===== src/design/tdrp_pkg.sv =====
// Shared types, register codes and fixed-point constants of the two-DOF rate PID.
package tdrp_pkg;

  // Field and register widths
  localparam int AXIS_W    = 2;
  localparam int FIELD_W   = 32;
  localparam int LANE_W    = 16;
  localparam int CFG_W     = 48;
  localparam int CFG_IDX_W = 3;
  localparam int GAIN_AXES = 3;
  localparam int AXIS_SLOTS = 2 ** AXIS_W;

  // Configuration register indexes
  localparam logic [CFG_IDX_W-1:0] CFG_KP       = 3'd0;
  localparam logic [CFG_IDX_W-1:0] CFG_KI_DT    = 3'd1;
  localparam logic [CFG_IDX_W-1:0] CFG_KD_DT    = 3'd2;
  localparam logic [CFG_IDX_W-1:0] CFG_MAX_STEP = 3'd3;
  localparam logic [CFG_IDX_W-1:0] CFG_WEIGHT   = 3'd4;
  localparam logic [CFG_IDX_W-1:0] CFG_RELAX    = 3'd5;
  localparam logic [CFG_IDX_W-1:0] CFG_WINDUP   = 3'd6;

  // Axis codes
  localparam logic [AXIS_W-1:0] AX_ROLL  = 2'd0;
  localparam logic [AXIS_W-1:0] AX_PITCH = 2'd1;
  localparam logic [AXIS_W-1:0] AX_YAW   = 2'd2;
  localparam logic [AXIS_W-1:0] AX_BAD   = 2'd3;

  // Fixed-point constants
  localparam logic [15:0] MIX_ONE    = 16'd16384;  // 1.0 in Q2.14
  localparam logic [15:0] RELAX_ONE  = 16'd256;    // 1.0 in Q8.8
  localparam logic [16:0] UNITY_Q16  = 17'd65536;  // 1.0 in Q0.16
  localparam int          STEP_SHIFT = 12;         // Q12.4 to Q16.16

  // Register reset values
  localparam logic [15:0] WEIGHT_RST = 16'd30958;
  localparam logic [15:0] RELAX_RST  = 16'd256;
  localparam logic [15:0] WINDUP_RST = 16'd512;

  // Pick one axis's 16-bit gain out of a packed register
  function automatic logic [LANE_W-1:0] get_lane(input logic [CFG_W-1:0] packed_val,
                                                 input logic [AXIS_W-1:0] ax);
    logic [LANE_W-1:0] r;
    case (ax)
      AX_ROLL:  r = packed_val[15:0];
      AX_PITCH: r = packed_val[31:16];
      default:  r = packed_val[47:32];
    endcase
    return r;
  endfunction

endpackage


===== src/design/tdrp_in_if.sv =====
// Input channel: one axis sample per beat.
interface tdrp_in_if import tdrp_pkg::*; ();
  logic                      valid;
  logic                      ready;
  logic [AXIS_W-1:0]         axis;
  logic signed [FIELD_W-1:0] setpoint_rate;
  logic signed [FIELD_W-1:0] gyro_rate;
  logic [15:0]               throttle_attenuation;
  logic [15:0]               motor_mix_range;
  logic [15:0]               stick_deflection;
  logic [15:0]               iterm_boost;
  logic                      stabilise_on;
  logic                      clear_integral;

  modport source (output valid, axis, setpoint_rate, gyro_rate, throttle_attenuation,
                  motor_mix_range, stick_deflection, iterm_boost, stabilise_on,
                  clear_integral, input ready);
  modport sink (input valid, axis, setpoint_rate, gyro_rate, throttle_attenuation,
                motor_mix_range, stick_deflection, iterm_boost, stabilise_on,
                clear_integral, output ready);
endinterface


===== src/design/tdrp_out_if.sv =====
// Result channel: P, I and D terms of one axis per beat.
interface tdrp_out_if import tdrp_pkg::*; ();
  logic                      valid;
  logic                      ready;
  logic [AXIS_W-1:0]         out_axis;
  logic signed [FIELD_W-1:0] p_term;
  logic signed [FIELD_W-1:0] i_term;
  logic signed [FIELD_W-1:0] d_term;

  modport source (output valid, out_axis, p_term, i_term, d_term, input ready);
  modport sink (input valid, out_axis, p_term, i_term, d_term, output ready);
endinterface


===== src/design/two_dof_rate_pid_axis.sv =====
// Two-DOF rate PID top level: sequencer around one shared multiplier.
//
// One axis sample goes in, one beat with its P, I and D terms comes out. All
// products run through a single multiplier under a small state machine, one
// product per cycle. The longest path through the states is roll or pitch with
// the integrator running and stick relax on; yaw with a saturated mix skips the
// integral and derivative states, and an axis that is out of range goes
// straight to S_FIN. A new sample is taken in the cycle after its predecessor's
// result is loaded into the output register. The output register holds a
// finished result while the next sample is already being worked. Values are
// held signed with DATA_WIDTH bits and saturated after each add, subtract and
// multiply; products are rounded toward minus infinity. Configuration writes
// must land while the block is idle.
module two_dof_rate_pid_axis import tdrp_pkg::*; #(
  parameter int AXIS_COUNT = 3,
  parameter int DATA_WIDTH = 32
) (
  input  logic                 clk,
  input  logic                 rst_n,
  tdrp_in_if.sink              in_ch,
  tdrp_out_if.source           out_ch,
  input  logic                 cfg_we,
  input  logic [CFG_IDX_W-1:0] cfg_index,
  input  logic [CFG_W-1:0]     cfg_data
);

  localparam int DW = DATA_WIDTH;
  localparam int AW = DW + 1;        // multiplier A operand, signed
  localparam int PW = DW + 19;       // product and wide-sum width
  localparam int NA = (AXIS_COUNT < GAIN_AXES) ? AXIS_COUNT : GAIN_AXES;
  localparam logic [AXIS_W:0] NA_V = (AXIS_W + 1)'(NA);
  localparam logic signed [PW-1:0] SAT_HI  = {{(PW-DW+1){1'b0}}, {(DW-1){1'b1}}};
  localparam logic signed [PW-1:0] SAT_LO  = ~SAT_HI;
  localparam logic signed [PW-1:0] UNITY_P = PW'(UNITY_Q16);

  typedef enum logic [4:0] {
    S_IDLE, S_SLEW, S_ERR, S_P1, S_P2, S_P3,
    S_I0, S_I1, S_I2, S_I3, S_I4,
    S_DC, S_D0, S_D1, S_D2, S_DS, S_DW, S_DL, S_DK, S_DT, S_DE,
    S_FIN
  } state_t;

  // Saturate a wide value to DW bits
  function automatic logic signed [DW-1:0] sat_dw(input logic signed [PW-1:0] v);
    logic signed [DW-1:0] r;
    if (v > SAT_HI) begin
      r = SAT_HI[DW-1:0];
    end else if (v < SAT_LO) begin
      r = SAT_LO[DW-1:0];
    end else begin
      r = v[DW-1:0];
    end
    return r;
  endfunction

  // Widen a DW value for sums
  function automatic logic signed [PW-1:0] ext(input logic signed [DW-1:0] v);
    return PW'(v);
  endfunction

  // Shift a product right and saturate
  function automatic logic signed [DW-1:0] shsat(input logic signed [PW-1:0] p,
                                                 input int sh);
    return sat_dw(p >>> sh);
  endfunction

  // Shift a nonnegative product right and cap at 1.0 in Q0.16
  function automatic logic [16:0] cap_one(input logic signed [PW-1:0] p, input int sh);
    logic signed [PW-1:0] t;
    logic [16:0]          r;
    t = p >>> sh;
    if (t > UNITY_P) begin
      r = UNITY_Q16;
    end else begin
      r = t[16:0];
    end
    return r;
  endfunction

  // Configuration registers
  logic [CFG_W-1:0] kp_r, ki_r, kd_r, max_step_r;
  logic [15:0]      weight_r, relax_r, windup_r;

  // Controller state
  logic signed [DW-1:0] prev_sp_r [AXIS_SLOTS];
  logic signed [DW-1:0] integ_r   [AXIS_SLOTS];
  logic signed [DW-1:0] last_d_r  [AXIS_SLOTS];
  logic signed [DW-1:0] pwe_r     [2];

  // Sequencer and work registers
  state_t               state_r;
  logic [AXIS_W-1:0]    ax_r;
  logic                 ax_ok_r;
  logic                 on_r;
  logic signed [DW-1:0] sp_r, gy_r, err_r, p_r, rd_r, delta_r;
  logic [15:0]          tpa_r, mix_r, stick_r, boost_r;
  logic [16:0]          dyn_r, c_r;
  logic signed [PW-1:0] prod_r;

  // Output register
  logic                 out_valid_r;
  logic [AXIS_W-1:0]    out_axis_r;
  logic signed [DW-1:0] out_p_r, out_i_r, out_d_r;

  logic signed [AW-1:0] mul_a;
  logic [16:0]          mul_b;
  logic signed [PW-1:0] prod_nxt;
  logic signed [DW-1:0] slew_sp;
  logic [LANE_W-1:0]    kp_lane, ki_lane, kd_lane, step_lane;
  logic                 in_fire, fin_go;

  assign kp_lane   = get_lane(kp_r, ax_r);
  assign ki_lane   = get_lane(ki_r, ax_r);
  assign kd_lane   = get_lane(kd_r, ax_r);
  assign step_lane = get_lane(max_step_r, ax_r);

  assign in_ch.ready     = (state_r == S_IDLE);
  assign in_fire         = in_ch.valid && in_ch.ready;
  assign fin_go          = !out_valid_r || out_ch.ready;
  assign out_ch.valid    = out_valid_r;
  assign out_ch.out_axis = out_axis_r;
  assign out_ch.p_term   = FIELD_W'(out_p_r);
  assign out_ch.i_term   = FIELD_W'(out_i_r);
  assign out_ch.d_term   = FIELD_W'(out_d_r);

  // Write configuration registers
  always_ff @(posedge clk) begin
    if (!rst_n) begin
      kp_r       <= '0;
      ki_r       <= '0;
      kd_r       <= '0;
      max_step_r <= '0;
      weight_r   <= WEIGHT_RST;
      relax_r    <= RELAX_RST;
      windup_r   <= WINDUP_RST;
    end else if (cfg_we) begin
      case (cfg_index)
        CFG_KP:       kp_r       <= cfg_data;
        CFG_KI_DT:    ki_r       <= cfg_data;
        CFG_KD_DT:    kd_r       <= cfg_data;
        CFG_MAX_STEP: max_step_r <= cfg_data;
        CFG_WEIGHT:   weight_r   <= cfg_data[15:0];
        CFG_RELAX:    relax_r    <= cfg_data[15:0];
        CFG_WINDUP:   windup_r   <= cfg_data[15:0];
        default: ;
      endcase
    end
  end

  // Clamp the setpoint change to the axis step limit
  always_comb begin
    logic signed [PW-1:0] m_ext, prev_ext, vel, mag;
    m_ext    = PW'($signed({1'b0, step_lane, {STEP_SHIFT{1'b0}}}));
    prev_ext = ext(prev_sp_r[ax_r]);
    vel      = ext(sp_r) - prev_ext;
    mag      = (vel < 0) ? -vel : vel;
    slew_sp  = sp_r;
    if (mag > m_ext) begin
      slew_sp = (vel > 0) ? sat_dw(prev_ext + m_ext) : sat_dw(prev_ext - m_ext);
    end
  end

  // Select the shared multiplier's operands
  always_comb begin
    mul_a = '0;
    mul_b = '0;
    case (state_r)
      S_P1: begin
        mul_a = AW'(err_r);
        mul_b = {1'b0, kp_lane};
      end
      S_P2: begin
        mul_a = AW'(shsat(prod_r, 8));
        mul_b = {1'b0, tpa_r};
      end
      S_I0: begin
        mul_a = AW'($signed({1'b0, 16'(MIX_ONE - mix_r)}));
        mul_b = {1'b0, windup_r};
      end
      S_I1: begin
        mul_a = AW'(err_r);
        mul_b = {1'b0, ki_lane};
      end
      S_I2: begin
        mul_a = AW'(shsat(prod_r, 16));
        mul_b = dyn_r;
      end
      S_I3: begin
        mul_a = AW'(shsat(prod_r, 16));
        mul_b = {1'b0, boost_r};
      end
      S_D0: begin
        mul_a = AW'($signed({1'b0, stick_r}));
        mul_b = {1'b0, relax_r};
      end
      S_D1: begin
        mul_a = AW'($signed({1'b0, weight_r}));
        mul_b = cap_one(prod_r, 7);
      end
      S_DS: begin
        mul_a = AW'(sp_r);
        mul_b = c_r;
      end
      S_DK: begin
        mul_a = AW'(delta_r);
        mul_b = {1'b0, kd_lane};
      end
      S_DT: begin
        mul_a = AW'(shsat(prod_r, 8));
        mul_b = {1'b0, tpa_r};
      end
      default: ;
    endcase
  end

  assign prod_nxt = mul_a * $signed({1'b0, mul_b});

  // Sequence one sample through the shared multiplier
  always_ff @(posedge clk) begin
    prod_r <= prod_nxt;
    if (!rst_n) begin
      state_r     <= S_IDLE;
      out_valid_r <= 1'b0;
      for (int i = 0; i < AXIS_SLOTS; i++) begin
        prev_sp_r[i] <= '0;
        integ_r[i]   <= '0;
        last_d_r[i]  <= '0;
      end
      pwe_r[0] <= '0;
      pwe_r[1] <= '0;
    end else begin
      // Drop the result once taken, unless a new one is loaded in its place
      if (out_valid_r && out_ch.ready && state_r != S_FIN) begin
        out_valid_r <= 1'b0;
      end
      case (state_r)
        S_IDLE: begin
          if (in_fire) begin
            ax_r    <= in_ch.axis;
            ax_ok_r <= ({1'b0, in_ch.axis} < NA_V);
            on_r    <= in_ch.stabilise_on;
            sp_r    <= sat_dw(PW'(in_ch.setpoint_rate));
            gy_r    <= sat_dw(PW'(in_ch.gyro_rate));
            tpa_r   <= in_ch.throttle_attenuation;
            mix_r   <= in_ch.motor_mix_range;
            stick_r <= in_ch.stick_deflection;
            boost_r <= in_ch.iterm_boost;
            if (in_ch.clear_integral) begin
              for (int i = 0; i < AXIS_SLOTS; i++) begin
                integ_r[i] <= '0;
              end
            end
            state_r <= ({1'b0, in_ch.axis} < NA_V) ? S_SLEW : S_FIN;
          end
        end
        S_SLEW: begin
          if (step_lane != '0) begin
            sp_r            <= slew_sp;
            prev_sp_r[ax_r] <= slew_sp;
          end
          state_r <= S_ERR;
        end
        S_ERR: begin
          err_r   <= sat_dw(ext(sp_r) - ext(gy_r));
          state_r <= S_P1;
        end
        S_P1: state_r <= S_P2;
        S_P2: state_r <= S_P3;
        S_P3: begin
          p_r <= shsat(prod_r, 15);
          if (mix_r < MIX_ONE) begin
            state_r <= S_I0;
          end else begin
            state_r <= (ax_r == AX_YAW) ? S_FIN : S_DC;
          end
        end
        S_I0: state_r <= S_I1;
        S_I1: begin
          dyn_r   <= cap_one(prod_r, 6);
          state_r <= S_I2;
        end
        S_I2: state_r <= S_I3;
        S_I3: state_r <= S_I4;
        S_I4: begin
          integ_r[ax_r] <= sat_dw(ext(integ_r[ax_r]) + ext(shsat(prod_r, 8)));
          state_r       <= (ax_r == AX_YAW) ? S_FIN : S_DC;
        end
        S_DC: begin
          // Scale the setpoint weight only when stick relax is above 1.0
          if (relax_r > RELAX_ONE) begin
            state_r <= S_D0;
          end else begin
            c_r     <= {1'b0, weight_r};
            state_r <= S_DS;
          end
        end
        S_D0: state_r <= S_D1;
        S_D1: state_r <= S_D2;
        S_D2: begin
          c_r     <= {1'b0, prod_r[31:16]};
          state_r <= S_DS;
        end
        S_DS: state_r <= S_DW;
        S_DW: begin
          rd_r    <= sat_dw(ext(shsat(prod_r, 16)) - ext(gy_r));
          state_r <= S_DL;
        end
        S_DL: begin
          delta_r       <= sat_dw(ext(rd_r) - ext(pwe_r[ax_r[0]]));
          pwe_r[ax_r[0]] <= rd_r;
          state_r       <= S_DK;
        end
        S_DK: state_r <= S_DT;
        S_DT: state_r <= S_DE;
        S_DE: begin
          last_d_r[ax_r] <= shsat(prod_r, 15);
          state_r        <= S_FIN;
        end
        S_FIN: begin
          // Load the result once the output register is free
          if (fin_go) begin
            out_valid_r <= 1'b1;
            out_axis_r  <= ax_r;
            out_p_r     <= (ax_ok_r && on_r) ? p_r : '0;
            out_i_r     <= (ax_ok_r && on_r) ? integ_r[ax_r] : '0;
            out_d_r     <= (ax_ok_r && on_r) ? last_d_r[ax_r] : '0;
            if (ax_ok_r && !on_r) begin
              integ_r[ax_r]  <= '0;
              last_d_r[ax_r] <= '0;
            end
            state_r <= S_IDLE;
          end
        end
        default: state_r <= S_IDLE;
      endcase
    end
  end

endmodule


===== src/flat_wrapper.sv =====
// flat-port wrapper written by rule: the top's interface ports become plain ports
module two_dof_rate_pid_axis_flat import tdrp_pkg::*;
#(
  parameter int AXIS_COUNT = 3,
  parameter int DATA_WIDTH = 32
)
  (clk, rst_n, cfg_we, cfg_index, cfg_data, in_ch_valid, in_ch_axis, in_ch_setpoint_rate, in_ch_gyro_rate, in_ch_throttle_attenuation, in_ch_motor_mix_range, in_ch_stick_deflection, in_ch_iterm_boost, in_ch_stabilise_on, in_ch_clear_integral, in_ch_ready, out_ch_valid, out_ch_out_axis, out_ch_p_term, out_ch_i_term, out_ch_d_term, out_ch_ready);
  tdrp_in_if in_ch_i ();
  tdrp_out_if out_ch_i ();
  input  logic clk;
  input  logic rst_n;
  input  logic cfg_we;
  input  logic [CFG_IDX_W-1:0] cfg_index;
  input  logic [CFG_W-1:0] cfg_data;
  input wire logic [$bits(in_ch_i.valid)-1:0] in_ch_valid;
  input wire logic [$bits(in_ch_i.axis)-1:0] in_ch_axis;
  input wire logic [$bits(in_ch_i.setpoint_rate)-1:0] in_ch_setpoint_rate;
  input wire logic [$bits(in_ch_i.gyro_rate)-1:0] in_ch_gyro_rate;
  input wire logic [$bits(in_ch_i.throttle_attenuation)-1:0] in_ch_throttle_attenuation;
  input wire logic [$bits(in_ch_i.motor_mix_range)-1:0] in_ch_motor_mix_range;
  input wire logic [$bits(in_ch_i.stick_deflection)-1:0] in_ch_stick_deflection;
  input wire logic [$bits(in_ch_i.iterm_boost)-1:0] in_ch_iterm_boost;
  input wire logic [$bits(in_ch_i.stabilise_on)-1:0] in_ch_stabilise_on;
  input wire logic [$bits(in_ch_i.clear_integral)-1:0] in_ch_clear_integral;
  output wire logic [$bits(in_ch_i.ready)-1:0] in_ch_ready;
  output wire logic [$bits(out_ch_i.valid)-1:0] out_ch_valid;
  output wire logic [$bits(out_ch_i.out_axis)-1:0] out_ch_out_axis;
  output wire logic [$bits(out_ch_i.p_term)-1:0] out_ch_p_term;
  output wire logic [$bits(out_ch_i.i_term)-1:0] out_ch_i_term;
  output wire logic [$bits(out_ch_i.d_term)-1:0] out_ch_d_term;
  input wire logic [$bits(out_ch_i.ready)-1:0] out_ch_ready;
  assign in_ch_i.valid = in_ch_valid;
  assign in_ch_i.axis = in_ch_axis;
  assign in_ch_i.setpoint_rate = in_ch_setpoint_rate;
  assign in_ch_i.gyro_rate = in_ch_gyro_rate;
  assign in_ch_i.throttle_attenuation = in_ch_throttle_attenuation;
  assign in_ch_i.motor_mix_range = in_ch_motor_mix_range;
  assign in_ch_i.stick_deflection = in_ch_stick_deflection;
  assign in_ch_i.iterm_boost = in_ch_iterm_boost;
  assign in_ch_i.stabilise_on = in_ch_stabilise_on;
  assign in_ch_i.clear_integral = in_ch_clear_integral;
  assign in_ch_ready = in_ch_i.ready;
  assign out_ch_valid = out_ch_i.valid;
  assign out_ch_out_axis = out_ch_i.out_axis;
  assign out_ch_p_term = out_ch_i.p_term;
  assign out_ch_i_term = out_ch_i.i_term;
  assign out_ch_d_term = out_ch_i.d_term;
  assign out_ch_i.ready = out_ch_ready;
  two_dof_rate_pid_axis #(.AXIS_COUNT(AXIS_COUNT), .DATA_WIDTH(DATA_WIDTH)) u_core (.clk(clk), .rst_n(rst_n), .in_ch(in_ch_i), .out_ch(out_ch_i), .cfg_we(cfg_we), .cfg_index(cfg_index), .cfg_data(cfg_data));
endmodule

===== config.mk =====
export PLATFORM = sky130hd
export DESIGN_NAME = two_dof_rate_pid_axis_flat
export DESIGN_NICKNAME = d
export VERILOG_FILES = /design/src/design/tdrp_pkg.sv /design/src/design/tdrp_in_if.sv /design/src/design/tdrp_out_if.sv /design/src/design/two_dof_rate_pid_axis.sv /design/src/flat_wrapper.sv
export SDC_FILE = /design/constraint.sdc
export NUM_CORES = 2
export LEC_CHECK = 0
export BUFFER_PORTS_ARGS = -buffer_cell sky130_fd_sc_hd__buf_2
export CAP_MARGIN = 20
export CELL_PAD_IN_SITES_DETAIL_PLACEMENT = 1
export CELL_PAD_IN_SITES_GLOBAL_PLACEMENT = 1
export CORE_MARGIN = 2
export CORE_UTILIZATION = 40
export DETAILED_ROUTE_END_ITERATION = 8
export PLACE_DENSITY_LB_ADDON = 0.1
export SLEW_MARGIN = 20
export SYNTH_ARGS = -nofsm -noshare
export SYNTH_HDL_FRONTEND = slang
export SYNTH_SLANG_ARGS = --single-unit

===== constraint.sdc =====
create_clock -name clk -period 10 [get_ports clk]
set_input_delay 0.5 -clock clk [delete_from_list [all_inputs] [get_ports clk]]
set_output_delay 0.5 -clock clk [all_outputs]
set_load 0.05 [all_outputs]

==> results.cfg <==
[synth]
synth_fp_nets = 8717
syn_area_per_cell_um2 = 10.1
yosysUniqueCellTypes = 96
synth_area_leader_cell = edfxtp_1
ys_seq_elements = 1132
synth-warning-count = 0
synth.top_cells.by_area = edfxtp_1 33%, fa_1 14%, dfxtp_1 7.6%
ys.flop_type = edfxtp_1
post_synth_instance_area_um2 = 77500
synth_enable_flop_cells = 839
async_flop_share = 0
synth.top_cell.area_share = 0.325
yosysSeqAreaShare = 0.401
syn-instance-count = 7672

[pwr]
pwr-share-comb = 0.418
peak_ir_drop_on_the_vdd_network_v = 0.000179
internal_power_mw = 10.7
p_leak_nw = 38.0
clock_power_share = 0.271
sw_frac_of_total = 0.416
pwr_density_cell_nw_per_um2 = 205
p_switching_mw = 7.63
power.share.sequential = 0.311

[sta]
timing.slew.headroom = 0.0990
finalHoldViolations = 0
min_period_over_period = 0.970
achievable-frequency_mhz = 103
fin_ws_ns = 0.300
slew_violations = 0
clock-skew-final_ns = 0.0462
hold_slack_ns = 0.0517
worst_pin_slew_ns = 1.35
grt_setup_unrepaired = true
setup_viol = 0
final.min_clock_period_ns = 9.70

[setup_path]
path_depth = 32
cpLargestDelayFamily = compound AO/OA/AOI/OAI gates
worst-setup-path-type = flip-flop to flip-flop
worst_ep_arrival_time_ns = 10.38
r2r_cells = 32
critical_path.max_fanout = 14
critPathMaxStageDelay_ns = 0.86
cp_common_cell = fa_1
critPathRequiredTime_ns = 10.68
launching_element_type_of_the_critical_path = flip-flop
timing.critical_path.buf_inv = 7
cp_slowest_cell = a222oi_1
endpoint_kind = flip-flop

[placement]
placement.setup.worst_slack_ns = 0.440
buffer_ports.inserted = 287
detailedPlacementHpwl_um = 239000
place_area_um2 = 83300
dp_cells = 10300
final_wtd_congestion = 0.979

[floorplan]
initial_core_util = 0.402
die_height_um = 444
dieWidth_um = 444
dieArea_um2 = 197000
i_o_pin_cnt = 288
std_cell_rows = 161
design.core.area_um2 = 193000

[min_path]
min_path_cells = 3
holdCritPathClass = input port to flip-flop

[flow_run]
maxCapViolCount = 0

[global_route]
grt_first_pass_wirelength_um = 458000
grt_util_all_layers = 0.318
antenna_violations_before_repair = 10
grt_max_degree = 98
grt_overflow = 0
grt_pass1_vias = 64600

[cells_and_area]
share_of_layout_cells_above_drive_strength_1 = 0.132
fillerInstances = 21200
area_growth_syn_to_layout_pct = 15.4
layout.cells.non_filler = 10800
final_design_area_no_fill_um2 = 89400
final_core_utilization = 0.464
layout.cells.most_common = nand2_1
final_net_count = 9158
layout_common_cells = 988 x nand2_1, 839 x edfxtp_1, 813 x inv_1, 590 x nor2_1, 532 x a21oi_1

[clocking]
cts_root_buffer = clkbuf_16
cts_sinks = 1132
numCtsBuffers = 136
clk_pin_slew_worst_paths_ns = 0.06
cts-root-to-sink-buffers = 3
cts-htree-levels = 4
clock_insertion_delay_worst_skew_ns = 0.82
cts_tree = done

[run_status]
run_status = finished, final reports clean

[route]
post_drt_via_cell_ratio = 5.84
detail_route.drc_violations = 0
dr_total_vias = 62800
route.antenna.remaining_nets = 0
routedWlPerCell_um = 29.5
detail_route.iter0.violations = 5955
detailedRoute.firstPassIterationCount = 7
postRouteWirelength_um = 317000
state kept, by name, summed over array words and instances, names as in the netlist, 45 cells and up, named ones only:
register and count:
u_core.integ_r 128, u_core.prev_sp_r 128, u_core.last_d_r 128, u_core.kd_r 48, u_core.pwe_r 64, u_core.prod_r 45, u_core.kp_r 48, u_core.ki_r 48
u_core.max_step_r 48
cells by family (layout without fill, tap and decap cells):
logic type	Yosys count	after routing	synth area share
AND/OR/NAND/NOR	2332	2333	0.136
multiplexers	248	248	0.0509
AO/OA/AOI/OAI	1592	1592	0.133
adder cells (fa/ha/maj)	877	877	0.192
flip-flops	1132	1132	0.401
XOR/XNOR	222	222	0.0251
other	0	6	0
buffers and inverters	1269	1817	0.0619
stage by stage:
stage	TNS, ns	power, mW
finish	0	18.3
global route	-0.00245	19.1
CTS	0	18.3
detailed placement	0	13.2
global placement	0	13.1
floorplan	0	10.2
worst min-delay path: cells and delay by family:
family                 cells  cell delay [ns]
buffers and inverters      1             0.08
AO/OA/AOI/OAI              1             0.08
AND/OR/NAND/NOR            1             0.08
layer usage:
layer	part of all wire	routed length, µm	GRT usage	vias to the layer above
li1	-	-	-	27500
met1	0.44	139000	0.444	32700
met2	0.46	144000	0.501	2118
met3	0.062	19600	0.0447	466
met4	0.043	13700	0.123	4
met5	0.000085	27	0	-
final timing paths:
| kind | start | endpoint | slack, ns |
|---|---|---|---|
| worst min-delay path | in_ch_setpoint_rate[13] | u_core.sp_r[13]$_DFFE_PP_ | 0.05 |
| worst max-delay path | u_core.state_r[4]$_SDFFE_PN0P_ | u_core.prod_r[48]$_DFF_P_ | 0.30 |
| worst max register to register | u_core.state_r[4]$_SDFFE_PN0P_ | u_core.prod_r[48]$_DFF_P_ | 0.30 |
| worst min register to register | u_core.ki_r[45]$_SDFFE_PN0P_ | u_core.ki_r[45]$_SDFFE_PN0P_ | 0.45 |
area by class of cell:
cell class,count,area (µm²),share of cell area
multi-input cells,5272,42100,0.471
inverters,817,3080,0.0344
diodes,6,15.0,0.000168
flip-flops and latches,1132,31100,0.348
well taps,2526,3160,0.0354
repair buffers,754,5570,0.0623
clock buffers,182,3730,0.0417
clock inverters,64,634,0.00710
Yosys cell counts (31+ instances only):
library cell and count:
o21a_1 59, mux2_2 56, xor2_1 76, nand2b_1 66, nor3_1 72, fa_1 531
and3_1 170, nand2_1 992, a222oi_1 60, a21o_1 170, mux2i_1 81, edfxtp_1 839
ha_1 326, nor2b_1 90, xnor2_1 146, nor2_1 602, o21ai_0 338, a221o_1 31
buf_1 48, nand3_1 106, inv_1 815, and2_1 79, mux4_2 111, dfxtp_1 293
clkbuf_1 385, a21oi_1 537, a32o_1 53
power groups by stage:
stage	Sequential (mW)	Combinational, mW	Clock, mW
after floorplan	5.66	4.53	0
after global placement	5.79	7.29	0
after detailed placement	5.80	7.39	0
after CTS	5.71	7.50	5.05
after global routing	5.72	8.16	5.20
final	5.71	7.66	4.97
what timing repair did:
item,in CTS,in global routing
setup buffers,0,9
hold buffers,154,0
gates resized for setup,0,10
hold endpoints to repair,250,0
setup endpoints to repair,0,5
Note: power is estimated with default switching activity, not from simulation.
